==> src/hdl/dnbs_pkg.sv <==
// shared constants and codes for the directional nearest box selector
package dnbs_pkg;

  localparam int MAX_CANDIDATES_DEF = 256;

  localparam int COORD_BITS = 16;
  localparam int EXT_BITS   = COORD_BITS - 1;
  localparam int GAP_BITS   = COORD_BITS + 2;
  localparam int CROSS_BITS = COORD_BITS + 2;
  localparam int INDEX_BITS = 8;

  localparam int IN_DATA_BITS  = 72;
  localparam int IN_USER_BITS  = 2;
  localparam int OUT_DATA_BITS = 16;

  typedef enum logic [1:0] {
    CMD_BEGIN = 2'd0,
    CMD_CAND  = 2'd1,
    CMD_END   = 2'd2,
    CMD_NOP   = 2'd3
  } cmd_t;

  localparam logic [2:0] DIR_NONE  = 3'd0;
  localparam logic [2:0] DIR_UP    = 3'd1;
  localparam logic [2:0] DIR_DOWN  = 3'd2;
  localparam logic [2:0] DIR_LEFT  = 3'd3;
  localparam logic [2:0] DIR_RIGHT = 3'd4;

endpackage

==> src/hdl/directional_nearest_box_select_core.sv <==
// directional nearest box selector: origin load, candidate scan, report on end
// result path: an end transaction passes the input register, then the output
//   register, and waits in the input register while an unaccepted result is held
// throughput: one transaction per cycle except while an end waits for the output;
//   each candidate is compared combinationally against best-ahead and best-behind
// reset: synchronous rst clears the query, the search and both valid flags;
//   direction reads as none until the first begin transaction
module directional_nearest_box_select_core #(
  parameter int MAX_CANDIDATES = dnbs_pkg::MAX_CANDIDATES_DEF
) (
  input  logic                               clk,
  input  logic                               rst,
  input  logic                               s_axis_tvalid,
  output logic                               s_axis_tready,
  // rect_x[15:0] rect_y[31:16] rect_w[46:32] rect_h[61:47] move_dir[64:62]
  // wrap_enable[65], zero above
  input  logic [dnbs_pkg::IN_DATA_BITS-1:0]  s_axis_tdata,
  // command[1:0]
  input  logic [dnbs_pkg::IN_USER_BITS-1:0]  s_axis_tuser,
  output logic                               m_axis_tvalid,
  input  logic                               m_axis_tready,
  // found[0] chosen_index[8:1], zero above
  output logic [dnbs_pkg::OUT_DATA_BITS-1:0] m_axis_tdata
);
  import dnbs_pkg::*;

  localparam int CNT_W = $clog2(MAX_CANDIDATES + 1);

  // input register
  logic                    in_valid;
  logic [IN_DATA_BITS-1:0] in_data;
  cmd_t                    in_cmd;

  // query and search state
  logic signed [COORD_BITS-1:0] org_x, org_y;
  logic        [EXT_BITS-1:0]   org_w, org_h;
  logic [2:0]                   query_dir;
  logic                         query_wrap;
  logic [CNT_W-1:0]             cand_cnt;

  logic                         ahead_valid, behind_valid;
  logic [INDEX_BITS-1:0]        ahead_index, behind_index;
  logic signed [GAP_BITS-1:0]   ahead_gap, behind_gap;
  logic [CROSS_BITS-1:0]        ahead_cross, behind_cross;

  logic                         out_found;
  logic [INDEX_BITS-1:0]        out_index;

  // candidate fields
  logic signed [COORD_BITS-1:0] c_x, c_y;
  logic        [EXT_BITS-1:0]   c_w, c_h;
  logic [2:0]                   c_dir;
  logic                         c_wrap;

  logic signed [GAP_BITS-1:0]   gap_up, gap_down, gap_left, gap_right;
  logic signed [GAP_BITS-1:0]   gap_fwd, gap_rev;
  logic signed [GAP_BITS:0]     cen_c, cen_o, cross_diff;
  logic [CROSS_BITS-1:0]        cross_abs;
  logic [EXT_BITS-1:0]          ext_min;
  logic signed [GAP_BITS+1:0]   tol_fwd, tol_rev;
  logic                         dir_ok, vertical, skip, room;
  logic                         is_ahead, is_behind, better_ahead, better_behind;
  logic                         advance, out_free, found_next;

  assign c_x    = in_data[15:0];
  assign c_y    = in_data[31:16];
  assign c_w    = in_data[46:32];
  assign c_h    = in_data[61:47];
  assign c_dir  = in_data[64:62];
  assign c_wrap = in_data[65];

  assign out_free      = !m_axis_tvalid || m_axis_tready;
  assign advance       = in_valid && ((in_cmd != CMD_END) || out_free);
  assign s_axis_tready = !in_valid || advance;

  assign dir_ok   = (query_dir == DIR_UP) || (query_dir == DIR_DOWN) ||
                    (query_dir == DIR_LEFT) || (query_dir == DIR_RIGHT);
  assign vertical = (query_dir == DIR_UP) || (query_dir == DIR_DOWN);
  assign room     = cand_cnt < CNT_W'(MAX_CANDIDATES);

  always_comb begin
    gap_up    = GAP_BITS'(org_y) - (GAP_BITS'(c_y) + GAP_BITS'(c_h));
    gap_down  = GAP_BITS'(c_y) - (GAP_BITS'(org_y) + GAP_BITS'(org_h));
    gap_left  = GAP_BITS'(org_x) - (GAP_BITS'(c_x) + GAP_BITS'(c_w));
    gap_right = GAP_BITS'(c_x) - (GAP_BITS'(org_x) + GAP_BITS'(org_w));

    unique case (query_dir)
      DIR_UP: begin
        gap_fwd = gap_up;
        gap_rev = gap_down;
      end
      DIR_DOWN: begin
        gap_fwd = gap_down;
        gap_rev = gap_up;
      end
      DIR_LEFT: begin
        gap_fwd = gap_left;
        gap_rev = gap_right;
      end
      default: begin
        gap_fwd = gap_right;
        gap_rev = gap_left;
      end
    endcase

    // doubled centres so the offset stays exact
    if (vertical) begin
      cen_c   = ((GAP_BITS+1)'(c_x) <<< 1) + (GAP_BITS+1)'(c_w);
      cen_o   = ((GAP_BITS+1)'(org_x) <<< 1) + (GAP_BITS+1)'(org_w);
      ext_min = (org_h < c_h) ? org_h : c_h;
    end else begin
      cen_c   = ((GAP_BITS+1)'(c_y) <<< 1) + (GAP_BITS+1)'(c_h);
      cen_o   = ((GAP_BITS+1)'(org_y) <<< 1) + (GAP_BITS+1)'(org_h);
      ext_min = (org_w < c_w) ? org_w : c_w;
    end
    cross_diff = cen_c - cen_o;
    cross_abs  = cross_diff[GAP_BITS] ? CROSS_BITS'(-cross_diff) : CROSS_BITS'(cross_diff);

    // overlap tolerance of half the smaller extent, tested doubled
    tol_fwd = ((GAP_BITS+2)'(gap_fwd) <<< 1) + (GAP_BITS+2)'(ext_min);
    tol_rev = ((GAP_BITS+2)'(gap_rev) <<< 1) + (GAP_BITS+2)'(ext_min);

    skip = !dir_ok || (c_w == '0) || (c_h == '0) ||
           ((c_x == org_x) && (c_y == org_y) && (c_w == org_w) && (c_h == org_h));

    is_ahead  = !skip && !tol_fwd[GAP_BITS+1];
    is_behind = !skip && tol_fwd[GAP_BITS+1] && query_wrap && !tol_rev[GAP_BITS+1];

    better_ahead  = !ahead_valid || (gap_fwd < ahead_gap) ||
                    ((gap_fwd == ahead_gap) && (cross_abs < ahead_cross));
    better_behind = !behind_valid || (gap_rev > behind_gap) ||
                    ((gap_rev == behind_gap) && (cross_abs < behind_cross));

    found_next = dir_ok && (ahead_valid || (query_wrap && behind_valid));
  end

  always_ff @(posedge clk) begin
    if (rst) begin
      in_valid      <= 1'b0;
      in_cmd        <= CMD_NOP;
      query_dir     <= DIR_NONE;
      query_wrap    <= 1'b0;
      cand_cnt      <= '0;
      ahead_valid   <= 1'b0;
      behind_valid  <= 1'b0;
      m_axis_tvalid <= 1'b0;
    end else begin
      if (s_axis_tready) begin
        in_valid <= s_axis_tvalid;
        in_cmd   <= cmd_t'(s_axis_tuser);
      end

      if (advance && (in_cmd == CMD_END)) begin
        m_axis_tvalid <= 1'b1;
      end else if (m_axis_tready) begin
        m_axis_tvalid <= 1'b0;
      end

      if (advance) begin
        unique case (in_cmd)
          CMD_BEGIN: begin
            query_dir    <= c_dir;
            query_wrap   <= c_wrap;
            cand_cnt     <= '0;
            ahead_valid  <= 1'b0;
            behind_valid <= 1'b0;
          end
          CMD_CAND: begin
            if (room) begin
              cand_cnt <= cand_cnt + 1'b1;
              if (is_ahead && better_ahead) begin
                ahead_valid <= 1'b1;
              end
              if (is_behind && better_behind) begin
                behind_valid <= 1'b1;
              end
            end
          end
          default: begin
          end
        endcase
      end
    end
  end

  // payload registers
  always_ff @(posedge clk) begin
    if (s_axis_tready) begin
      in_data <= s_axis_tdata;
    end
    if (advance && (in_cmd == CMD_BEGIN)) begin
      org_x <= c_x;
      org_y <= c_y;
      org_w <= c_w;
      org_h <= c_h;
    end
    if (advance && (in_cmd == CMD_CAND) && room) begin
      if (is_ahead && better_ahead) begin
        ahead_index <= INDEX_BITS'(cand_cnt);
        ahead_gap   <= gap_fwd;
        ahead_cross <= cross_abs;
      end
      if (is_behind && better_behind) begin
        behind_index <= INDEX_BITS'(cand_cnt);
        behind_gap   <= gap_rev;
        behind_cross <= cross_abs;
      end
    end
    if (advance && (in_cmd == CMD_END)) begin
      out_found <= found_next;
      if (!found_next) begin
        out_index <= '0;
      end else if (ahead_valid) begin
        out_index <= ahead_index;
      end else begin
        out_index <= behind_index;
      end
    end
  end

  assign m_axis_tdata = {{(OUT_DATA_BITS-INDEX_BITS-1){1'b0}}, out_index, out_found};

  a_cnt_bound: assert property (@(posedge clk) disable iff (rst)
    cand_cnt <= CNT_W'(MAX_CANDIDATES))
    else $error("candidate count past capacity");

  a_ahead_dir: assert property (@(posedge clk) disable iff (rst)
    ahead_valid || behind_valid |-> dir_ok)
    else $error("best box held without a valid direction");

  a_begin_clears: assert property (@(posedge clk) disable iff (rst)
    advance && (in_cmd == CMD_BEGIN) |=> !ahead_valid && !behind_valid && (cand_cnt == '0))
    else $error("begin did not clear the search");

  a_not_found_zero: assert property (@(posedge clk) disable iff (rst)
    m_axis_tvalid && !m_axis_tdata[0] |-> (m_axis_tdata[INDEX_BITS:1] == '0))
    else $error("not-found result carries an index");

  a_stall_only_busy: assert property (@(posedge clk) disable iff (rst)
    !s_axis_tready |-> in_valid && (in_cmd == CMD_END) && m_axis_tvalid)
    else $error("input stalled with no end transaction waiting");

endmodule
==> config.mk <==
export PLATFORM = sky130hd
export DESIGN_NAME = directional_nearest_box_select_core
export DESIGN_NICKNAME = d
export VERILOG_FILES = /design/src/hdl/dnbs_pkg.sv /design/src/hdl/directional_nearest_box_select_core.sv
export SDC_FILE = /design/constraint.sdc
export NUM_CORES = 1
export LEC_CHECK = 0
export BUFFER_PORTS_ARGS = -buffer_cell sky130_fd_sc_hd__buf_2
export CORE_UTILIZATION = 30
export DETAILED_ROUTE_END_ITERATION = 12
export GPL_ROUTABILITY_DRIVEN = 0
export PLACE_DENSITY = 0.48
export SYNTH_ARGS = -nofsm -noshare
export SYNTH_HDL_FRONTEND = slang
export SYNTH_SLANG_ARGS = --single-unit
==> constraint.sdc <==
create_clock -name clk -period 17.3 [get_ports clk]
set_clock_uncertainty 0.05 [all_clocks]
set_input_delay 4.325 -clock clk [delete_from_list [all_inputs] [get_ports clk]]
set_output_delay 4.325 -clock clk [all_outputs]
set_load 0.02 [all_outputs]
After elaboration in Yosys (flattened, before gate mapping). Cells that the tools add are included.

Bits in registers: 244. Input bits: 78. Output and inout port bits: 18. Logic and storage cells: 131.

$add $sub $neg: 17. Magnitude comparators: 7. Equality and inequality tests: 16. Muxes and demuxes: 19. Reductions and logical operators: 51.

Operators with widths (count): case mux 18 bit (3 select lines) (2); adder 17 x 16 -> 18 bit (4); subtractor 16 x 17 -> 18 bit (4); adder 16 x 16 -> 17 bit (4); < comparator 18 bit (3); 2-to-1 mux 15 bit (3); adder 19 x 16 -> 20 bit (2); 2-to-1 mux 19 bit (2); equality test 18 bit (2); equality test 16 bit (2); equality test 15 bit (2); logical NOT 15 bit (2); < comparator 15 bit (2); subtractor 19 bit (1); > comparator 18 bit (1); logical AND 1 bit (18); 2-to-1 mux 18 bit (1); negator 18 bit (1); case mux 9 bit (2 select lines) (1); logical OR 1 bit (14); adder 9 x 1 -> 9 bit (second input constant) (1); < comparator 9 bit (second input constant) (1); 2-to-1 mux 9 bit (1); logical NOT 1 bit (8); 15 further kinds (28).

Logic depth before layout (Yosys ltp).
Word-level depth: 16. Mapped depth: 34.

Worst setup path before layout. OpenSTA, ideal clock, no wires.

Path kind: flip-flop to flip-flop. From: reg query_dir[1]. To: reg behind_cross[0], enable pin. Arrival: 9.998 ns. Setup slack: 6.697 ns. Stages on the path, launching flop included: 27. Path buffers: 1. Period minus slack after synthesis: 10.603 ns. Cell sequence: dfxtp_1 -> inv_1 -> nor2_1 -> nor2_1 -> nor2_1 -> clkbuf_1 -> mux2i_1 -> ha_1 -> inv_1 -> fa_1 -> a21o_1 -> a21o_1 -> xor2_1 -> or2_2 -> a2111oi_2 -> nor2b_1 -> and2_1 -> a41oi_1 -> xnor2_1 -> ha_1 -> a21o_1 -> a21o_1 -> a2111oi_0 -> o21ai_0 -> nand3_1 -> nand4_1 -> nor4_1.

RTL lines: start: declaration (RTL line directional_nearest_box_select_core.sv:37) `logic [2:0] query_dir;`; start signal: assignment (RTL line directional_nearest_box_select_core.sv:162) `query_dir <= c_dir;`; equality test 3 x 1 -> 1 bit / equality test 3 x 2 -> 1 bit (equally long branches) (RTL line directional_nearest_box_select_core.sv:78) `assign vertical = (query_dir == DIR_UP) || (query_dir == DIR_DOWN);`; logical OR 1 bit * (RTL line directional_nearest_box_select_core.sv:78); 2-to-1 mux 19 bit (RTL line directional_nearest_box_select_core.sv:107) `if (vertical) begin`; subtractor 19 bit * (RTL line directional_nearest_box_select_core.sv:116) `cross_diff = cen_c - cen_o;`; negator 18 bit (RTL line directional_nearest_box_select_core.sv:117) `cross_abs = cross_diff[GAP_BITS] ? CROSS_BITS'(-cross_diff) : CROSS_BITS'(cross_diff);`; 2-to-1 mux 18 bit * (RTL line directional_nearest_box_select_core.sv:117); named net cross_abs[15] (RTL line directional_nearest_box_select_core.sv:58) `logic [CROSS_BITS-1:0] cross_abs;`; < comparator 18 bit * (RTL line directional_nearest_box_select_core.sv:132) `((gap_rev == behind_gap) && (cross_abs < behind_cross));`; logical AND 1 bit * (RTL line directional_nearest_box_select_core.sv:132); logical OR 1 bit * (RTL line directional_nearest_box_select_core.sv:131) `better_behind = !behind_valid || (gap_rev > behind_gap) ||`; logical AND 1 bit * (RTL line directional_nearest_box_select_core.sv:203) `if (is_behind && better_behind) begin`; AND reduction 2 bit (no line) *; end signal: assignment (RTL line directional_nearest_box_select_core.sv:206) `behind_cross <= cross_abs;`; end: declaration (RTL line directional_nearest_box_select_core.sv:44) `logic [CROSS_BITS-1:0] ahead_cross, behind_cross;`.

The timed path passes the listed nets; every way through them passes the cells marked *. A chain may end at the register's enable or synchronous reset.

Worst setup path after layout.
From: reg query_dir[1]. To: reg ahead_cross[3], enable pin.

RTL lines: equality test 3 x 1 -> 1 bit / equality test 3 x 2 -> 1 bit (equally long branches) (RTL line directional_nearest_box_select_core.sv:78); logical OR 1 bit * (RTL line directional_nearest_box_select_core.sv:78); 2-to-1 mux 19 bit (RTL line directional_nearest_box_select_core.sv:107); subtractor 19 bit * (RTL line directional_nearest_box_select_core.sv:116); negator 18 bit (RTL line directional_nearest_box_select_core.sv:117); 2-to-1 mux 18 bit * (RTL line directional_nearest_box_select_core.sv:117); named net cross_abs[8] (RTL line directional_nearest_box_select_core.sv:58); < comparator 18 bit * (RTL line directional_nearest_box_select_core.sv:130) `((gap_fwd == ahead_gap) && (cross_abs < ahead_cross));`; logical AND 1 bit * (RTL line directional_nearest_box_select_core.sv:130); logical OR 1 bit * (RTL line directional_nearest_box_select_core.sv:129) `better_ahead = !ahead_valid || (gap_fwd < ahead_gap) ||`; logical AND 1 bit * (RTL line directional_nearest_box_select_core.sv:198) `if (is_ahead && better_ahead) begin`; AND reduction 2 bit (no line) *; end signal: assignment (RTL line directional_nearest_box_select_core.sv:201) `ahead_cross <= cross_abs;`; end: declaration (RTL line directional_nearest_box_select_core.sv:44).

Marks and branches as above.

==> flow_metrics.tcl <==
set metrics [dict create \
    drtIter0Drc 1309 \
    rsz0062_at_grt "false" \
    viasPerCell 5.196 \
    post-place-cells 3294 \
    wl_per_cell_um 21.17 \
    synth_top_area_frac 0.3106 \
    cts_buffers 31 \
    tritoncts "built" \
    holdWs_ps 434.6 \
    irDropWorstVdd_mv 0.07170 \
    power_leakage_uw 0.01037 \
    synth_warnings 0 \
    rr_worst_depth 29 \
    insertion_delay_ps 590 \
    crit_arrival_ps 10210 \
    antenna_left 0 \
    yosysUniqueCellTypes 82 \
    power.density_nw_per_um2 88.42 \
    dpl.hpwl_mm 59.14 \
    critPathCaptureType "register" \
    cts_resized 0 \
    dieArea_um2 73580 \
    cts_root_buf "clkbuf_16" \
    cts_max_level 1 \
    cts_setup_buffers 0 \
    final_cells 3351 \
    drive_above_1_share 0.07788 \
    final_util 0.3407 \
    final_common_cell "ha_1" \
    p_clk_frac 0.326 \
    synth_edf_count 225 \
    io_pins 96 \
    overflow 0 \
    antenna_found_initial 1 \
    finalPower_uw 2157 \
    p_seq_frac 0.324 \
    drc 0 \
    netlist_area_um2 21750 \
    io_buffers 82 \
    cts.sinks 244 \
    ys_ff_latch 244 \
    yosys.area.top_type "edfxtp_1" \
    cts_buffer_depth 3 \
    yosysSeqAreaShare 0.3281 \
    die_h_um 271.3 \
    switching_power_uw 762.5 \
    synth_cells 2293 \
    critPathBufInv 6 \
    die_x_um 271.3 \
    start_util 0.3037 \
    finalCritPeriodShare 0.5817 \
    synth_area_leaders "edfxtp_1, ha_1, fa_1, inv_1, a21oi_1" \
    cp_max_fo 50 \
    crit_family "compound AO/OA/AOI/OAI gates" \
    finalCriticalPeriod_ps 10060 \
    async_reset_ff_frac 0 \
    grtUsageTotal 0.1884 \
    path_class "reg -> reg" \
    synthFlopType "edfxtp_1" \
    tightest_slew_ps 1135 \
    first_global_vias 17130 \
    status "finished clean" \
    drv_slew 0 \
    syn2layout_area_growth_pct 12.16 \
    nets 2802 \
    final_cell_mix "ha_1, inv_1, edfxtp_1, a21oi_1, nand2_1" \
    dr.pass1.iters 6 \
    hold_buffers 0 \
    core.rowCount 98 \
    finalHoldViolCount 0 \
    setup_tns_ps 0 \
    finalWirelength_mm 70.93 \
    avgSynthCellArea_um2 9.485 \
    clk_pin_slew_ps 60 \
    grt_max_degree 61 \
    min_path_cells 2 \
    cap_violations 0 \
    swShare 0.3535 \
    crit_cells 29 \
    grt_pass1_wl_mm 104.4 \
    combPwrFrac 0.351 \
    setup_viol 0 \
    hp-class "reg -> reg" \
    num_vias 17410 \
    cp.required_ps 17450 \
    critical_path.slowest_cell "a2111oi_0" \
    timing.fmax_mhz 99.37 \
    slew_headroom 0.2367 \
    coreArea_um2 71610 \
    crit_top_cell "buf_4" \
    antenna_cells 0 \
    max_stage_delay_ps 760 \
    p_int_uw 1394 \
    critPathLaunchType "register" \
]
## power groups by stage
stage	Combinational, uW	Clock [uW]	Sequential, uW
after floorplan	523	0	700
after global placement	734	0	710
after detailed placement	749	0	710
after CTS	754	725	698
after global routing	838	745	699
final	757	702	698
## sequential cells by signal, summed over array words and instances (netlist names), 2 cells and up
name / flops
ahead_cross: 18
ahead_gap: 18
ahead_index: 8
behind_cross: 18
behind_gap: 18
behind_index: 8
cand_cnt: 9
in_cmd: 2
in_data: 66
org_h: 15
org_w: 15
org_x: 16
org_y: 16
out_index: 8
query_dir: 3
## layout make-up
class	instances	area (um2)
fillers	7388	47210
multi-input cells	1745	13470
flip-flops and latches	244	7137
well taps	950	1189
inverters	258	969.7
clock buffers	32	779.5
repair buffers	97	523.0
clock inverters	25	327.8
## cells by family (layout without fill, tap and decap cells)
group | Yosys count | count (layout) | synth area share
simple gates | 556 | 556 | 0.1201
fa+ha+maj | 347 | 347 | 0.2221
compound gates | 621 | 621 | 0.1852
buf+inv | 310 | 412 | 0.05500
mux | 46 | 46 | 0.02169
other cells | 1 | 7 | 0.0001724
xor+xnor | 168 | 168 | 0.06765
flops | 244 | 244 | 0.3281
## worst register-to-register path: cells and delay by family (launching register included)
family | cells | cell delay [ps]
AOI/OAI and AO/OA | 14 | 4270
xor gates and xnor gates | 1 | 350
adders and majority gates | 3 | 970
buffers and inverters | 6 | 2280
DFF | 1 | 310
muxes | 1 | 320
and+or+nand+nor | 4 | 1110
## per-stage QoR
stage               area [um2]  setup slack (ps)
global placement         23290              7371
detailed placement       23290              7202
finish                   24390              7236
floorplan                21770              6697
global route             24390              6567
CTS                      24390              7192
## cells in the mapped netlist, drive strengths merged, types with 17 or more instances
cell    count
clkbuf     39
fa         65
nor2b      24
dfxtp      19
edfxtp    225
nand4      30
nand2     170
a211oi     20
mux2i      37
nor4       19
xor2       75
inv       258
a21o       58
nand3      45
o21a       32
a21oi     195
a31oi      17
o211ai     21
nor2      153
o21ai     156
xnor2      93
ha        282
or3        19
nand2b     20
nor3       33
## metal layers
metal | part of all wire | GRT usage | wire, um | vias to the layer above
met5 | 0.00027 | 0 | 19 | -
li1 | - | - | - | 8438
met3 | 0.054 | 0.02733 | 3820 | 125
met4 | 0.054 | 0.09077 | 3852 | 2
met2 | 0.44 | 0.2987 | 31020 | 512
met1 | 0.45 | 0.2509 | 32220 | 8334
## path summary, 6_finish.rpt
check | startpoint | endpoint | slack (ps)
hold reg to reg | behind_valid$_SDFFE_PP0P_ | behind_valid$_SDFFE_PP0P_ | 430
setup reg to reg | query_dir[1]$_SDFFE_PP0P_ | ahead_cross[3]$_DFFE_PP_ | 7240
hold / removal | behind_valid$_SDFFE_PP0P_ | behind_valid$_SDFFE_PP0P_ | 430
setup / recovery | query_dir[1]$_SDFFE_PP0P_ | ahead_cross[3]$_DFFE_PP_ | 7240
Note: power is estimated with default switching activity, not from simulation.
